==> config.mk <==
export PLATFORM = sky130hd
export DESIGN_NAME = three_mic_tdoa_bearing_top_flat
export DESIGN_NICKNAME = d
export VERILOG_FILES = /design/src/rtl/tmtb_pkg.sv /design/src/rtl/tmtb_if.sv /design/src/rtl/tmtb_ctrl.sv /design/src/rtl/tmtb_dp.sv /design/src/rtl/tmtb_csr.sv /design/src/rtl/three_mic_tdoa_bearing_top.sv /design/src/flat_wrapper.sv
export SDC_FILE = /design/constraint.sdc
export NUM_CORES = 2
export LEC_CHECK = 0
export ABC_AREA = 0
export BUFFER_PORTS_ARGS = -buffer_cell sky130_fd_sc_hd__buf_4
export CAP_MARGIN = 10
export CORE_MARGIN = 1.5
export CORE_UTILIZATION = 40
export CTS_BUF_LIST = sky130_fd_sc_hd__clkbuf_2
export DETAILED_ROUTE_END_ITERATION = 10
export GPL_ROUTABILITY_DRIVEN = 0
export SLEW_MARGIN = 10
export SYNTH_ARGS = -nofsm -noshare
export SYNTH_HDL_FRONTEND = slang
export SYNTH_SLANG_ARGS = --single-unit
==> constraint.sdc <==
create_clock -name clock -period 14.82 [get_ports clock]
set_clock_uncertainty 0.1 [all_clocks]
set_input_delay 0.741 -clock clock [delete_from_list [all_inputs] [get_ports clock]]
set_output_delay 0.741 -clock clock [all_outputs]
set_load 0.02 [all_outputs]
==> src/rtl/tmtb_pkg.sv <==
// package for the three-mic tdoa bearing block: widths, codes, state enum, atan table
// no dependencies
package tmtb_pkg;
   localparam int SAMPLE_BITS     = 12;
   localparam int ANGLE_FRAC_BITS = 8;
   localparam int CORDIC_STEPS    = 16;
   localparam int ADDR_BITS       = 4;

   localparam logic [1:0] STATUS_NONE    = 2'd0;
   localparam logic [1:0] STATUS_VALID   = 2'd1;
   localparam logic [1:0] STATUS_INVALID = 2'd2;

   localparam logic [1:0] REG_TRIGGER = 2'd0;
   localparam logic [1:0] REG_HOLDOFF = 2'd1;
   localparam logic [1:0] REG_WINDOW  = 2'd2;
   localparam logic [1:0] REG_SPACING = 2'd3;

   typedef enum logic [2:0] {
      ST_IDLE, ST_DIV, ST_SQRT, ST_CORDIC, ST_FINISH, ST_OUT
   } state_type;

   typedef struct packed {
      logic start;      // latch update on accepted request
      logic div_step;
      logic sqrt_step;
      logic cordic_step;
      logic finish;
   } cmd_type;

   typedef struct packed {
      logic complete;   // all three latched after update
      logic bad_gap;
   } stat_type;

   function automatic logic [23:0] atan_q16(input logic [3:0] i);
      logic [23:0] v;
      case (i)
         4'd0:  v = 24'd2949120;
         4'd1:  v = 24'd1740967;
         4'd2:  v = 24'd919879;
         4'd3:  v = 24'd466945;
         4'd4:  v = 24'd234379;
         4'd5:  v = 24'd117304;
         4'd6:  v = 24'd58666;
         4'd7:  v = 24'd29335;
         4'd8:  v = 24'd14668;
         4'd9:  v = 24'd7334;
         4'd10: v = 24'd3667;
         4'd11: v = 24'd1833;
         4'd12: v = 24'd917;
         4'd13: v = 24'd458;
         4'd14: v = 24'd229;
         default: v = 24'd115;
      endcase
      return v;
   endfunction
endpackage

==> src/rtl/tmtb_if.sv <==
// valid/ready channel interfaces for request and response
// depends on tmtb_pkg
interface tmtb_req_if;
   logic        valid;
   logic        ready;
   logic [tmtb_pkg::SAMPLE_BITS-1:0] sample_a;
   logic [tmtb_pkg::SAMPLE_BITS-1:0] sample_b;
   logic [tmtb_pkg::SAMPLE_BITS-1:0] sample_c;
   logic [31:0] now_us;
   modport source (output valid, sample_a, sample_b, sample_c, now_us, input ready);
   modport sink (input valid, sample_a, sample_b, sample_c, now_us, output ready);
endinterface

interface tmtb_rsp_if;
   logic        valid;
   logic        ready;
   logic [1:0]  status;
   logic [8:0]  bearing_deg;
   logic [1:0]  first_mic;
   logic [1:0]  second_mic;
   logic [31:0] gap_us;
   modport source (output valid, status, bearing_deg, first_mic, second_mic, gap_us,
                   input ready);
   modport sink (input valid, status, bearing_deg, first_mic, second_mic, gap_us,
                 output ready);
endinterface

==> src/rtl/tmtb_ctrl.sv <==
// controller state machine: sequences latch update, divide, sqrt, cordic, output
// depends on tmtb_pkg
module tmtb_ctrl (
   input  logic                clock,
   input  logic                reset,
   input  logic                req_valid,
   output logic                req_ready,
   output logic                rsp_valid,
   input  logic                rsp_ready,
   input  tmtb_pkg::stat_type  stat,
   output tmtb_pkg::cmd_type   cmd
);
   import tmtb_pkg::*;

   state_type state_ff, state_in;
   logic [4:0] cnt_ff, cnt_in;

   always_ff @(posedge clock) begin
      if (reset) begin
         state_ff <= ST_IDLE;
         cnt_ff   <= '0;
      end else begin
         state_ff <= state_in;
         cnt_ff   <= cnt_in;
      end
   end

   always_comb begin
      state_in  = state_ff;
      cnt_in    = cnt_ff;
      cmd       = '0;
      req_ready = 1'b0;
      rsp_valid = 1'b0;
      unique case (state_ff)
         ST_IDLE: begin
            req_ready = 1'b1;
            if (req_valid) begin
               cmd.start = 1'b1;
               state_in  = ST_FINISH;
            end
         end
         ST_FINISH: begin
            // decide path from latch status
            if (stat.complete && !stat.bad_gap) begin
               state_in = ST_DIV;
               cnt_in   = '0;
            end else begin
               cmd.finish = 1'b1;
               state_in   = ST_OUT;
            end
         end
         ST_DIV: begin
            cmd.div_step = 1'b1;
            cnt_in = cnt_ff + 5'd1;
            if (cnt_ff == 5'd16) begin
               state_in = ST_SQRT;
               cnt_in   = '0;
            end
         end
         ST_SQRT: begin
            // load, 17 root digits, then a step that hands the root to the cordic
            cmd.sqrt_step = 1'b1;
            cnt_in = cnt_ff + 5'd1;
            if (cnt_ff == 5'd18) begin
               state_in = ST_CORDIC;
               cnt_in   = '0;
            end
         end
         ST_CORDIC: begin
            cnt_in = cnt_ff + 5'd1;
            if (cnt_ff == 5'(CORDIC_STEPS)) begin
               state_in = ST_OUT;
               cmd.finish = 1'b1;
            end else begin
               cmd.cordic_step = 1'b1;
            end
         end
         ST_OUT: begin
            rsp_valid = 1'b1;
            if (rsp_ready) state_in = ST_IDLE;
         end
         default: state_in = ST_IDLE;
      endcase
   end
endmodule

==> src/rtl/tmtb_dp.sv <==
// datapath: latches, ordering, serial divide, serial sqrt, cordic, sector mapping
// depends on tmtb_pkg
module tmtb_dp (
   input  logic                             clock,
   input  logic                             reset,
   input  tmtb_pkg::cmd_type                cmd,
   output tmtb_pkg::stat_type               stat,
   input  logic [tmtb_pkg::SAMPLE_BITS-1:0] sample_a,
   input  logic [tmtb_pkg::SAMPLE_BITS-1:0] sample_b,
   input  logic [tmtb_pkg::SAMPLE_BITS-1:0] sample_c,
   input  logic [31:0]                      now_us,
   input  logic [11:0]                      trigger_level,
   input  logic [31:0]                      holdoff_us,
   input  logic [31:0]                      window_us,
   input  logic [15:0]                      spacing_us,
   output logic [1:0]                       status,
   output logic [8:0]                       bearing_deg,
   output logic [1:0]                       first_mic,
   output logic [1:0]                       second_mic,
   output logic [31:0]                      gap_us
);
   import tmtb_pkg::*;

   logic [2:0]  latched_ff, latched_in;
   logic [31:0] time_ff [3];
   logic [31:0] time_in [3];
   logic        complete_ff;
   logic [1:0]  first_ff, second_ff, first_in, second_in;
   logic [31:0] gap_ff;
   logic [SAMPLE_BITS-1:0] smp [3];
   logic [2:0]  lat_now;

   // divider: rem/quotient restoring
   logic [16:0] rem_ff, rem_in;
   logic [16:0] quo_ff;
   logic [17:0] rem_sh;
   // sqrt of 2^32 - r*r, radicand fed two bits a step
   logic [33:0] rad_ff;
   logic [17:0] root_ff;
   logic [19:0] srem_ff;
   logic [19:0] strial, srem_sh;
   logic        sqrt_load_ff;
   // cordic
   logic signed [19:0] cx_ff, cy_ff;
   logic signed [24:0] cz_ff;
   logic [3:0]  ci_ff;
   logic signed [24:0] zc;
   logic signed [ANGLE_FRAC_BITS+9:0] zs, aa, bb;
   logic [1:0]  status_ff;
   logic [8:0]  bear_ff;

   assign smp[0] = sample_a;
   assign smp[1] = sample_b;
   assign smp[2] = sample_c;

   always_comb begin
      lat_now = latched_ff;
      for (int i = 0; i < 3; i++) begin
         time_in[i] = time_ff[i];
         if (!latched_ff[i] && (SAMPLE_BITS'(trigger_level) < smp[i])
             && (now_us - time_ff[i] > holdoff_us)) begin
            time_in[i] = now_us;
            lat_now[i] = 1'b1;
         end
      end
      latched_in = lat_now;
      for (int i = 0; i < 3; i++)
         if (lat_now[i] && (now_us - time_in[i] > window_us)) latched_in = 3'b000;
      if (latched_in == 3'b111) latched_in = 3'b000;
      // ordering
      if (time_in[0] < time_in[1] && time_in[0] < time_in[2]) first_in = 2'd0;
      else if (time_in[1] < time_in[2]) first_in = 2'd1;
      else first_in = 2'd2;
      case (first_in)
         2'd0: second_in = (time_in[1] < time_in[2]) ? 2'd1 : 2'd2;
         2'd1: second_in = (time_in[0] < time_in[2]) ? 2'd0 : 2'd2;
         default: second_in = (time_in[0] < time_in[1]) ? 2'd0 : 2'd1;
      endcase
   end

   always_ff @(posedge clock) begin
      if (reset) begin
         latched_ff  <= '0;
         complete_ff <= 1'b0;
         for (int i = 0; i < 3; i++) time_ff[i] <= '0;
      end else if (cmd.start) begin
         latched_ff  <= latched_in;
         complete_ff <= (lat_now == 3'b111) && (latched_in == 3'b000) &&
                        !((now_us - time_in[0] > window_us) ||
                          (now_us - time_in[1] > window_us) ||
                          (now_us - time_in[2] > window_us));
         for (int i = 0; i < 3; i++) time_ff[i] <= time_in[i];
      end
   end

   always_ff @(posedge clock) begin
      if (cmd.start) begin
         first_ff  <= first_in;
         second_ff <= second_in;
         gap_ff    <= time_in[second_in] - time_in[first_in];
      end
   end

   assign stat.complete = complete_ff;
   assign stat.bad_gap  = gap_ff > {16'd0, spacing_us};

   // restoring divide gap*65536/spacing, gap <= spacing so 17 quotient bits
   assign rem_sh = {rem_ff, 1'b0};
   always_comb begin
      rem_in = rem_sh[16:0];
      if (rem_sh >= {2'b00, spacing_us}) rem_in = 17'(rem_sh - {2'b00, spacing_us});
   end

   assign srem_sh = {srem_ff[17:0], rad_ff[33:32]};
   assign strial  = {root_ff[17:0], 2'b01};

   always_ff @(posedge clock) begin
      if (cmd.start) begin
         rem_ff <= '0;
         quo_ff <= '0;
      end else if (cmd.div_step) begin
         if (quo_ff == 17'd0 && rem_ff == 17'd0) begin
            // first step loads dividend high part (gap fits in 16+1 bits)
            if (spacing_us == 16'd0) begin
               quo_ff <= '0;
               rem_ff <= 17'h1ffff;
            end else begin
               quo_ff <= {16'd0, (gap_ff[16:0] >= {1'b0, spacing_us})};
               rem_ff <= (gap_ff[16:0] >= {1'b0, spacing_us}) ?
                         17'(gap_ff[16:0] - {1'b0, spacing_us}) : gap_ff[16:0];
            end
         end else if (rem_ff != 17'h1ffff) begin
            quo_ff <= {quo_ff[15:0], (rem_sh >= {2'b00, spacing_us})};
            rem_ff <= rem_in;
         end
      end
   end

   always_ff @(posedge clock) begin
      if (cmd.div_step) begin
         srem_ff      <= '0;
         root_ff      <= '0;
         rad_ff       <= 34'h1_0000_0000;
         sqrt_load_ff <= 1'b1;
      end else if (cmd.sqrt_step) begin
         sqrt_load_ff <= 1'b0;
         if (sqrt_load_ff)
            rad_ff <= 34'h1_0000_0000 - 34'((rem_ff == 17'h1ffff ? 34'd0 : 34'(quo_ff))
                      * (rem_ff == 17'h1ffff ? 34'd0 : 34'(quo_ff)));
         else begin
            if (srem_sh >= strial) begin
               srem_ff <= 20'(srem_sh - strial);
               root_ff <= {root_ff[16:0], 1'b1};
            end else begin
               srem_ff <= srem_sh;
               root_ff <= {root_ff[16:0], 1'b0};
            end
            rad_ff <= {rad_ff[31:0], 2'b00};
         end
      end
   end

   always_ff @(posedge clock) begin
      if (cmd.sqrt_step) begin
         cx_ff <= (rem_ff == 17'h1ffff) ? 20'sd0 : signed'(20'(quo_ff));
         cy_ff <= signed'(20'(root_ff));
         cz_ff <= '0;
         ci_ff <= '0;
      end else if (cmd.cordic_step) begin
         ci_ff <= ci_ff + 4'd1;
         if (cy_ff > 0) begin
            cx_ff <= cx_ff + (cy_ff >>> ci_ff);
            cy_ff <= cy_ff - (cx_ff >>> ci_ff);
            cz_ff <= cz_ff + signed'({1'b0, atan_q16(ci_ff)});
         end else begin
            cx_ff <= cx_ff + ((-cy_ff) >>> ci_ff);
            cy_ff <= cy_ff + (cx_ff >>> ci_ff);
            cz_ff <= cz_ff - signed'({1'b0, atan_q16(ci_ff)});
         end
      end
   end

   always_comb begin
      zc = cz_ff;
      if (zc < 0) zc = '0;
      if (zc > 25'sd5898240) zc = 25'sd5898240;
      zs = (ANGLE_FRAC_BITS+10)'(zc >>> (16 - ANGLE_FRAC_BITS));
      aa = zs - (ANGLE_FRAC_BITS+10)'(30 <<< ANGLE_FRAC_BITS);
      if (aa < 0) aa = -aa;
      case ({first_ff, second_ff})
         4'b0001: bb = aa;
         4'b0010: bb = (ANGLE_FRAC_BITS+10)'(360 <<< ANGLE_FRAC_BITS) - aa;
         4'b0100: bb = (ANGLE_FRAC_BITS+10)'(120 <<< ANGLE_FRAC_BITS) - aa;
         4'b0110: bb = (ANGLE_FRAC_BITS+10)'(120 <<< ANGLE_FRAC_BITS) + aa;
         4'b1000: bb = (ANGLE_FRAC_BITS+10)'(240 <<< ANGLE_FRAC_BITS) + aa;
         default: bb = (ANGLE_FRAC_BITS+10)'(240 <<< ANGLE_FRAC_BITS) - aa;
      endcase
   end

   always_ff @(posedge clock) begin
      if (cmd.finish) begin
         if (!complete_ff) begin
            status_ff <= STATUS_NONE;
            bear_ff   <= '0;
         end else if (stat.bad_gap) begin
            status_ff <= STATUS_INVALID;
            bear_ff   <= '0;
         end else begin
            status_ff <= STATUS_VALID;
            bear_ff   <= bb[ANGLE_FRAC_BITS+8:ANGLE_FRAC_BITS];
         end
      end
   end

   assign status      = status_ff;
   assign bearing_deg = bear_ff;
   assign first_mic   = (status_ff == STATUS_NONE) ? 2'd0 : first_ff;
   assign second_mic  = (status_ff == STATUS_NONE) ? 2'd0 : second_ff;
   assign gap_us      = (status_ff == STATUS_NONE) ? 32'd0 : gap_ff;
endmodule

==> src/rtl/tmtb_csr.sv <==
// apb register file for trigger level, holdoff, window, spacing
// depends on tmtb_pkg
module tmtb_csr (
   input  logic                         clock,
   input  logic                         reset,
   input  logic                         psel,
   input  logic                         penable,
   input  logic                         pwrite,
   input  logic [tmtb_pkg::ADDR_BITS-1:0] paddr,
   input  logic [31:0]                  pwdata,
   output logic [31:0]                  prdata,
   output logic                         pready,
   output logic [11:0]                  trigger_level,
   output logic [31:0]                  holdoff_us,
   output logic [31:0]                  window_us,
   output logic [15:0]                  spacing_us
);
   import tmtb_pkg::*;

   logic [11:0] trig_ff;
   logic [31:0] hold_ff, win_ff;
   logic [15:0] spc_ff;
   logic        wr;

   assign pready = 1'b1;
   assign wr = psel && penable && pwrite;

   always_ff @(posedge clock) begin
      if (reset) begin
         trig_ff <= 12'd512;
         hold_ff <= 32'd1000;
         win_ff  <= 32'd100000;
         spc_ff  <= 16'd300;
      end else if (wr) begin
         unique case (paddr[3:2])
            REG_TRIGGER: trig_ff <= pwdata[11:0];
            REG_HOLDOFF: hold_ff <= pwdata;
            REG_WINDOW:  win_ff  <= pwdata;
            REG_SPACING: spc_ff  <= pwdata[15:0];
            default: ;
         endcase
      end
   end

   always_comb begin
      unique case (paddr[3:2])
         REG_TRIGGER: prdata = {20'd0, trig_ff};
         REG_HOLDOFF: prdata = hold_ff;
         REG_WINDOW:  prdata = win_ff;
         REG_SPACING: prdata = {16'd0, spc_ff};
         default:     prdata = '0;
      endcase
   end

   assign trigger_level = trig_ff;
   assign holdoff_us    = hold_ff;
   assign window_us     = win_ff;
   assign spacing_us    = spc_ff;
endmodule

==> src/rtl/three_mic_tdoa_bearing_top.sv <==
// three-mic tdoa bearing finder: one response per request
// sequence: when no bearing is formed, a decide state then the response; with a bearing,
// decide, divide, sqrt, cordic, then output, plus any wait for the response to be taken
// throughput: one request at a time, next accepted the cycle after the response is taken
// reset: synchronous; clears latches, latch times and restores register defaults
module three_mic_tdoa_bearing_top (
   input  logic                           clock,
   input  logic                           reset,
   tmtb_req_if.sink                       req,
   tmtb_rsp_if.source                     rsp,
   input  logic                           csr_psel,
   input  logic                           csr_penable,
   input  logic                           csr_pwrite,
   input  logic [tmtb_pkg::ADDR_BITS-1:0] csr_paddr,
   input  logic [31:0]                    csr_pwdata,
   output logic [31:0]                    csr_prdata,
   output logic                           csr_pready
);
   import tmtb_pkg::*;

   cmd_type     cmd;
   stat_type    stat;
   logic [11:0] trig;
   logic [31:0] hold, win;
   logic [15:0] spc;

   tmtb_csr u_csr (
      .clock, .reset,
      .psel(csr_psel), .penable(csr_penable), .pwrite(csr_pwrite),
      .paddr(csr_paddr), .pwdata(csr_pwdata), .prdata(csr_prdata), .pready(csr_pready),
      .trigger_level(trig), .holdoff_us(hold), .window_us(win), .spacing_us(spc)
   );

   tmtb_ctrl u_ctrl (
      .clock, .reset,
      .req_valid(req.valid), .req_ready(req.ready),
      .rsp_valid(rsp.valid), .rsp_ready(rsp.ready),
      .stat, .cmd
   );

   tmtb_dp u_dp (
      .clock, .reset, .cmd, .stat,
      .sample_a(req.sample_a), .sample_b(req.sample_b), .sample_c(req.sample_c),
      .now_us(req.now_us),
      .trigger_level(trig), .holdoff_us(hold), .window_us(win), .spacing_us(spc),
      .status(rsp.status), .bearing_deg(rsp.bearing_deg),
      .first_mic(rsp.first_mic), .second_mic(rsp.second_mic), .gap_us(rsp.gap_us)
   );
endmodule

==> src/flat_wrapper.sv <==
// flat-port wrapper written by rule: the top's interface ports become plain ports
module three_mic_tdoa_bearing_top_flat import tmtb_pkg::*;
  (clock, reset, csr_psel, csr_penable, csr_pwrite, csr_paddr, csr_pwdata, csr_prdata, csr_pready, req_valid, req_sample_a, req_sample_b, req_sample_c, req_now_us, req_ready, rsp_valid, rsp_status, rsp_bearing_deg, rsp_first_mic, rsp_second_mic, rsp_gap_us, rsp_ready);
  tmtb_req_if req_i ();
  tmtb_rsp_if rsp_i ();
  input  logic clock;
  input  logic reset;
  input  logic csr_psel;
  input  logic csr_penable;
  input  logic csr_pwrite;
  input  logic [tmtb_pkg::ADDR_BITS-1:0] csr_paddr;
  input  logic [31:0] csr_pwdata;
  output logic [31:0] csr_prdata;
  output logic csr_pready;
  input wire logic [$bits(req_i.valid)-1:0] req_valid;
  input wire logic [$bits(req_i.sample_a)-1:0] req_sample_a;
  input wire logic [$bits(req_i.sample_b)-1:0] req_sample_b;
  input wire logic [$bits(req_i.sample_c)-1:0] req_sample_c;
  input wire logic [$bits(req_i.now_us)-1:0] req_now_us;
  output wire logic [$bits(req_i.ready)-1:0] req_ready;
  output wire logic [$bits(rsp_i.valid)-1:0] rsp_valid;
  output wire logic [$bits(rsp_i.status)-1:0] rsp_status;
  output wire logic [$bits(rsp_i.bearing_deg)-1:0] rsp_bearing_deg;
  output wire logic [$bits(rsp_i.first_mic)-1:0] rsp_first_mic;
  output wire logic [$bits(rsp_i.second_mic)-1:0] rsp_second_mic;
  output wire logic [$bits(rsp_i.gap_us)-1:0] rsp_gap_us;
  input wire logic [$bits(rsp_i.ready)-1:0] rsp_ready;
  assign req_i.valid = req_valid;
  assign req_i.sample_a = req_sample_a;
  assign req_i.sample_b = req_sample_b;
  assign req_i.sample_c = req_sample_c;
  assign req_i.now_us = req_now_us;
  assign req_ready = req_i.ready;
  assign rsp_valid = rsp_i.valid;
  assign rsp_status = rsp_i.status;
  assign rsp_bearing_deg = rsp_i.bearing_deg;
  assign rsp_first_mic = rsp_i.first_mic;
  assign rsp_second_mic = rsp_i.second_mic;
  assign rsp_gap_us = rsp_i.gap_us;
  assign rsp_i.ready = rsp_ready;
  three_mic_tdoa_bearing_top u_core (.clock(clock), .reset(reset), .req(req_i), .rsp(rsp_i), .csr_psel(csr_psel), .csr_penable(csr_penable), .csr_pwrite(csr_pwrite), .csr_paddr(csr_paddr), .csr_pwdata(csr_pwdata), .csr_prdata(csr_prdata), .csr_pready(csr_pready));
endmodule
# After elaboration in Yosys (flattened, before gate mapping)
# Memories as Yosys holds them, arrays and structs flattened. A register that Yosys moved wholly into a read port is not among the register bits.
# Cells that the tools add are included.
[classes]
mul = 1
shift = 3
reduce_logical = 43
n_eq_ne = 26
n_bitwise = 7
mux = 90
add_sub_neg = 27
magnitude_cmp = 22
[ops]
columns = ["op", "count"]
rows = [
  ["$mux W32", 11],
  ["$sub A32 B32 Y32", 7],
  ["$gt A32 B32 Y1", 6],
  ["$mux W17", 10],
  ["$mux W24", 6],
  ["$bmux W32 S2", 2],
  ["$pmux W32 S4", 1],
  ["$lt A32 B32 Y1", 3],
  ["$pmux W17 S5", 1],
  ["$mux W20", 4],
  ["$mux W25", 3],
  ["$add A20 B20 Y20", 3],
  ["$sshr A20 B4 Y20", 3],
  ["$mux W18", 3],
  ["$lt A12 B12 Y1", 3],
  ["$logic_not A17 Y1", 2],
  ["$mul A17 B17 Y34", 1],
  ["$mux W34", 1],
  ["$sub A17 B16 Y17", 2],
  ["$sub A17 B17 Y17 const A", 2],
  ["$sub A33 B34 Y34 const A", 1],
  ["$gt A32 B16 Y1", 1],
  ["$mux W3", 10],
  ["$add A25 B25 Y25", 1],
  ["54 further kinds", 132],
]
[word_totals]
mem_bits_ro = 704
word_cells = 246
register_bits = 325
in_bits = 111
memories = 3
ramBits = 96
output_inout_bits = 82
[mem_list]
columns = ["memory", "words", "word_bits", "read_ports", "rd_clocked_by_memory_dff", "write_ports", "line_no", "rtl"]
rows = [
  ["(no name shown)", 16, 22, 1, 1, 0, "tmtb_pkg.sv:37", "case (i)"],
  ["(no name shown)", 16, 22, 1, 1, 0, "tmtb_pkg.sv:37", ""],
  ["u_core.u_dp.time_ff", 3, 32, 3, 0, 3, "tmtb_dp.sv:25", "logic [31:0] time_ff [3];"],
]

# Depth between registers and ports, before layout
# An unclocked memory read counts as a cell.
[logic_depth]
depth_word = 16
ltp_mapped = 53
mapped_depth_nobuf = 50

# By module
# From an unflattened synthesis, not the netlist that was laid out.
[hier_totals]
cells_unflattened = 6800
hier_area_um2 = 56280.2
[by_module_without_submodules]
columns = ["module", "cells_each", "seq_area_each_um2", "n_inst", "area_each_um2"]
rows = [
  ["tmtb_dp", 6331, 8658.3, 1, 51323.0],
  ["tmtb_csr", 401, 1841.8, 1, 4359.2],
  ["tmtb_ctrl", 68, 160.2, 1, 598.1],
]

# Least setup slack after synthesis
# No wires, ideal clock.
[synth_path]
path_type = "in2reg"
start = "input req_now_us[0]"
end = "register u_core.u_dp.gap_ff[30], data pin"
cell_stages = 49
setup_ns = 0.265
t_arrival_ns = 11.378
path_slack_ns = 3.076
path_buffers = 3
required_ns = 14.455
path_cell_list = "inv_1 ha_1 inv_1 fa_1 a211o_1 o211ai_1 a211oi_1 nor3_1 nor3_1 o31ai_1 a211oi_1 or3_1 a31o_1 a21oi_1 xnor2_1 ha_1 nand3_1 nor3_1 [13 not listed] nand2_1 clkbuf_1 clkbuf_1 mux2i_1 o21ai_0 a221oi_1 ha_1 nand2_1 nand2_1 a21oi_1 o21ai_0 a21o_1 o41a_1 a21o_1 a211oi_1 o21ai_1 nor4b_1 or3_1"
[synth_between]
elab_chain_cells = 14
word_cells_on_any_way = 32
cone_classes = "add/sub (4); order compare (6); eq/ne (1); mux (14); bitwise (2); reduce/logical (5)"
[synth_rtl]
columns = ["element", "line_no", "rtl"]
rows = [
  ["from (decl)", "flat_wrapper.sv:19", "input wire logic [$bits(req_i.now_us)-1:0] req_now_us;"],
  ["$sub A32 B32 Y32", "tmtb_dp.sv:61", "&& (now_us - time_ff[i] > holdoff_us)) begin"],
  ["$gt A32 B32 Y1", "tmtb_dp.sv:61", ""],
  ["$logic_and A1 B1 Y1", "tmtb_dp.sv:61", ""],
  ["$mux W32", "tmtb_dp.sv:60", "if (!latched_ff[i] && (SAMPLE_BITS'(trigger_level) < smp[i])"],
  ["$lt A32 B32 Y1 (on tied branches)", "--", ""],
  ["$mux W2 or $logic_and A1 B1 Y1 (tied branches)", "tmtb_dp.sv:72, tmtb_dp.sv:75, tmtb_dp.sv:71", ""],
  ["$mux W2", "tmtb_dp.sv:71", "if (time_in[0] < time_in[1] && time_in[0] < time_in[2]) first_in = 2'd0;"],
  ["$eq A2 B1 Y1 or $logic_not A2 Y1 (tied branches)", "tmtb_dp.sv:74", "case (first_in)"],
  ["$pmux W2 S2", "tmtb_dp.sv:74", ""],
  ["$not A2 Y3 (not written as such)", "tmtb_dp.sv:100", "gap_ff <= time_in[second_in] - time_in[first_in];"],
  ["$bmux W32 S2", "tmtb_dp.sv:100", ""],
  ["$mux W32 (not written as such) (2 in series)", "tmtb_dp.sv:100", ""],
  ["$sub A32 B32 Y32 *", "tmtb_dp.sv:100", ""],
  ["to (signal assigned)", "tmtb_dp.sv:100", ""],
  ["to (decl)", "tmtb_dp.sv:29", "logic [31:0] gap_ff;"],
]
# Mark *: on every way between the ends. The rest lies on a longest branch, timed or not. The select of a mux whose other input is x is not followed.
# A chain may end at the register's enable or synchronous reset.

==> summary.md <==
| Metric | Value |
|---|---|
| Instance count after placement with tap cells included | `8,975` |
| Number of fill cells in the layout | `around 14k` |
| Resized cells post-CTS | `0` |
| Result of the run | `finished, final reports clean` |
| Peak fanout along the critical path | `28` |
| Required time at the endpoint of the critical path | `between 15,000 and 20,000 ps` |
| Layout cell share with drive strength beyond 1 | `0.0907` |
| FFs w/ async S/R, synth | `0` |
| Area taken by flip-flops and latches | `between 10,000 and 15,000 sq um` |
| Post-layout net count | `8,465` |
| Total Wirelength | `184 mm` |
| Ratio of routed vias to standard cells | `5.72` |
| Horizontal extent of the die | `~380 um` |
| Number of core rows | `roughly 140` |
| Crit path max-delay cell type | `sky130_fd_sc_hd__nor2_4` |
| Vias in the first global route | `between 50k and 60k` |
| Clock tree from TritonCTS | `done` |
| Actual slew at the worst max-slew pin | `between 1000 and 1500 ps` |
| FF+latch count, synth | `442` |
| Final std cell area, no fill | `roughly 62,000 sq um` |
| Insertion delay to the later sink of the worst-skew pair | `approximately 1600 ps` |
| Average wire length per cell after detail routing | `19.7 um` |
| Register-to-register path setup slack | `~1200 ps` |
| Startpoint of the lowest-slack hold path | `reset` |
| Overall overflow remaining after global route | `0` |
| Unrepaired setup endpoints after global routing | `no` |
| DP Area | `about 60,000 sq um` |
| Floorplan die area | `143,000 sq um` |
| Die Y | `between 300 and 400 um` |
| Setup crit end kind | `register` |
| Initial standard-cell utilization of the core | `0.403` |
| Largest net degree at the start of global routing | `79` |
| Number of max-slew violations in the final report | `0` |
| Sink of the worst hold path | `u_core.u_csr.spacing_us[1]$_SDFFE_PP0P_` |
| CP Data Arrival Time | `~15,000 ps` |
| Ports placed on the boundary | `about 190` |
| Worst min path class | `primary input to register` |
| Clock slew at the register clock pins of the worst setup and hold paths | `around 110 ps` |
| CP dominant cell by count | `sky130_fd_sc_hd__a21o_1` |
| Relative max-transition margin | `0.223` |
| Post-route DRC | `0` |
| First-pass detailed-route iteration total | `7` |
| CTS Buf Count | `about 140` |
| Count of unique library cells instantiated by Yosys | `95` |
| Hold_ws | `about 170 ps` |
| Portion of the post-synthesis area used by sequential elements | `0.190` |
| Count of warnings emitted by yosys | `0` |
| RR Startpoint | `u_core.u_dp.time_ff[0][0]$_SDFFCE_PN0P_` |
| Combined buffer and inverter count along the critical path | `5` |
| Combined area of the multi-input logic cells | `about 42,000 sq um` |
| Hold Crit Depth | `3` |
| CTS sink cnt | `between 400 and 500` |
| Antenna violations before repair | `5` |
| R2r endpoint | `u_core.u_dp.gap_ff[30]$_DFFE_PP_` |
| Final period util | `0.917` |
| Number of cell instances on the worst register-to-register path | `49` |
| Number of cells in the finished layout apart from fillers | `about 9.3k` |
| Average cell area after synthesis | `7.97 sq um` |
| Highest clock frequency the design can meet | `about 74 MHz` |
| Number of I/O port buffers | `approximately 190` |
| CTS root buf | `sky130_fd_sc_hd__clkbuf_2` |
| Post-synth EDFFs | `approximately 180` |
| Crit start category | `register` |
| Main flop type after synthesis | `sky130_fd_sc_hd__dfxtp_1` |
| Critical Setup Path Class | `register to register` |
| Starting DRT DRC Count | `3,815` |
| Aggregate global-route resource usage | `0.254` |
| First-pass GRT wire length | `approximately 290 mm` |
| Final count of negative-setup-slack endpoints | `0` |
| Instance count of the mapped netlist | `between 7k and 8k` |
| Worst-case clock buffer depth | `3` |
| Tmin final | `approximately 14,000 ps` |
| Final Hold Vio Count | `0` |
| HPWL reported at the end of detailed placement | `about 150 mm` |
| Number of H-tree branching levels | `4` |
| Worst path top cell family by delay | `compound AO/OA/AOI/OAI gates` |
| Stage delay of the slowest cell on the critical path | `roughly 630 ps` |
| Area Overhead vs Synth | `11.2%` |
| Summed negative setup slack over all endpoints | `0 ps` |
| CORE AREA | `around 140,000 sq um` |
| Count of antenna-violating nets left after detailed routing | `0` |
| Summed instance area of the synthesized netlist | `56,100 sq um` |
| Maximum Capacitance Violations | `0` |
| DR vias | `53.4k` |
metrics by stage:
step | setup slack, ps | utilization
final | 1230 | 0.448
after global routing | 613 | 0.448
after CTS | 1350 | 0.448
after detailed placement | 981 | 0.431
after global placement | 1010 | 0.431
after floorplan | 3080 | -
final cells by class:
cell class	count	area share
inverters	694	0.0418
clock inverters	43	0.00475
multi-input cells	5637	0.672
repair buffers	434	0.0567
clock buffers	200	0.0160
diodes	8	0.000321
well taps	1876	0.0376
flip-flops and latches	442	0.171
state kept, by name, indices dropped and copies added (netlist names), 18 cells and up, named ones only:
register / flops
u_core.u_csr.holdoff_us: 32
u_core.u_dp.srem_ff: 18
u_core.u_dp.gap_ff: 32
u_core.u_dp.cx_ff: 20
u_core.u_dp.root_ff: 18
u_core.u_dp.cy_ff: 20
u_core.u_csr.window_us: 32
u_core.u_dp.rad_ff: 33
u_core.u_dp.time_ff: 96
u_core.u_dp.cz_ff: 25
tightest hold or removal path, stage by stage:
cell and delay (ps):
sky130_fd_sc_hd__dlygate4sd3_1 540, sky130_fd_sc_hd__buf_4 280, sky130_fd_sc_hd__a21oi_1 170
cell usage after synthesis, types with 178 or more instances:
cell                       count  area (sq um)
sky130_fd_sc_hd__a21o_1      178          1340
sky130_fd_sc_hd__a21oi_1     658          3290
sky130_fd_sc_hd__clkbuf_1    239           897
sky130_fd_sc_hd__dfxtp_1     261          5230
sky130_fd_sc_hd__edfxtp_1    181          5440
sky130_fd_sc_hd__fa_1        220          4400
sky130_fd_sc_hd__ha_1        788          9860
sky130_fd_sc_hd__inv_1       689          2590
sky130_fd_sc_hd__nand2_1     677          2540
sky130_fd_sc_hd__nand3_1     233          1170
sky130_fd_sc_hd__nor2_1      610          2290
sky130_fd_sc_hd__o21ai_0     314          1570
sky130_fd_sc_hd__xnor2_1     240          2100
kinds of logic (layout without fill, tap and decap cells):
kind of cell	Yosys count	in the layout	share of synthesized area
and+or+nand+nor	2180	2180	0.179
AOI/OAI and AO/OA	1870	1870	0.209
adders and majority gates	1008	1008	0.254
buffers and inverters	965	1371	0.0649
DFF	442	442	0.190
xor gates and xnor gates	362	362	0.0565
muxes	215	215	0.0466
other	1	10	0.0000668
timing repair:
action / CTS / global route
endpoints found under the hold margin: 218 / 0
buffers inserted: 0 / 0
hold buffers: 107 / 0
per-layer routing:
metal / wire (um) / track usage / up-vias
met1: 80100 / 0.336 / 25500
met5: 0 / 0 / -
met4: 7400 / 0.103 / 0
met3: 11900 / 0.0349 / 364
met2: 84000 / 0.415 / 1730
li1: - / - / 25700
how the worst max path moves through the flow:
stage	endpoint	startpoint	cells after the start
floorplan	u_core.u_dp.gap_ff[30]$_DFFE_PP_	req_now_us[0]	49
global placement	u_core.u_dp.gap_ff[30]$_DFFE_PP_	req_now_us[0]	48
detailed placement	u_core.u_dp.gap_ff[30]$_DFFE_PP_	req_now_us[0]	48
CTS	u_core.u_dp.gap_ff[30]$_DFFE_PP_	u_core.u_dp.time_ff[0][0]$_SDFFCE_PN0P_	50
global route	u_core.u_dp.gap_ff[30]$_DFFE_PP_	u_core.u_dp.time_ff[0][0]$_SDFFCE_PN0P_	49
finish	u_core.u_dp.gap_ff[30]$_DFFE_PP_	u_core.u_dp.time_ff[0][0]$_SDFFCE_PN0P_	49
layout by cell type (no fill, tap or decap), drive strengths merged, types with 102 or more instances in the layout:
cell         instances
inv                694
nand3              233
buf                326
nor2b              102
fa                 220
ha                 788
xnor2              240
clkbuf             201
dlygate4sd3        107
nand2              677
edfxtp             181
o21ai              386
nor3               153
nor2               610
dfxtp              261
mux2i              157
xor2               122
a21o               178
a21oi              658
Power is not shown: default switching activity piles up to over one toggle a cycle in this logic, so the estimate is an artifact.
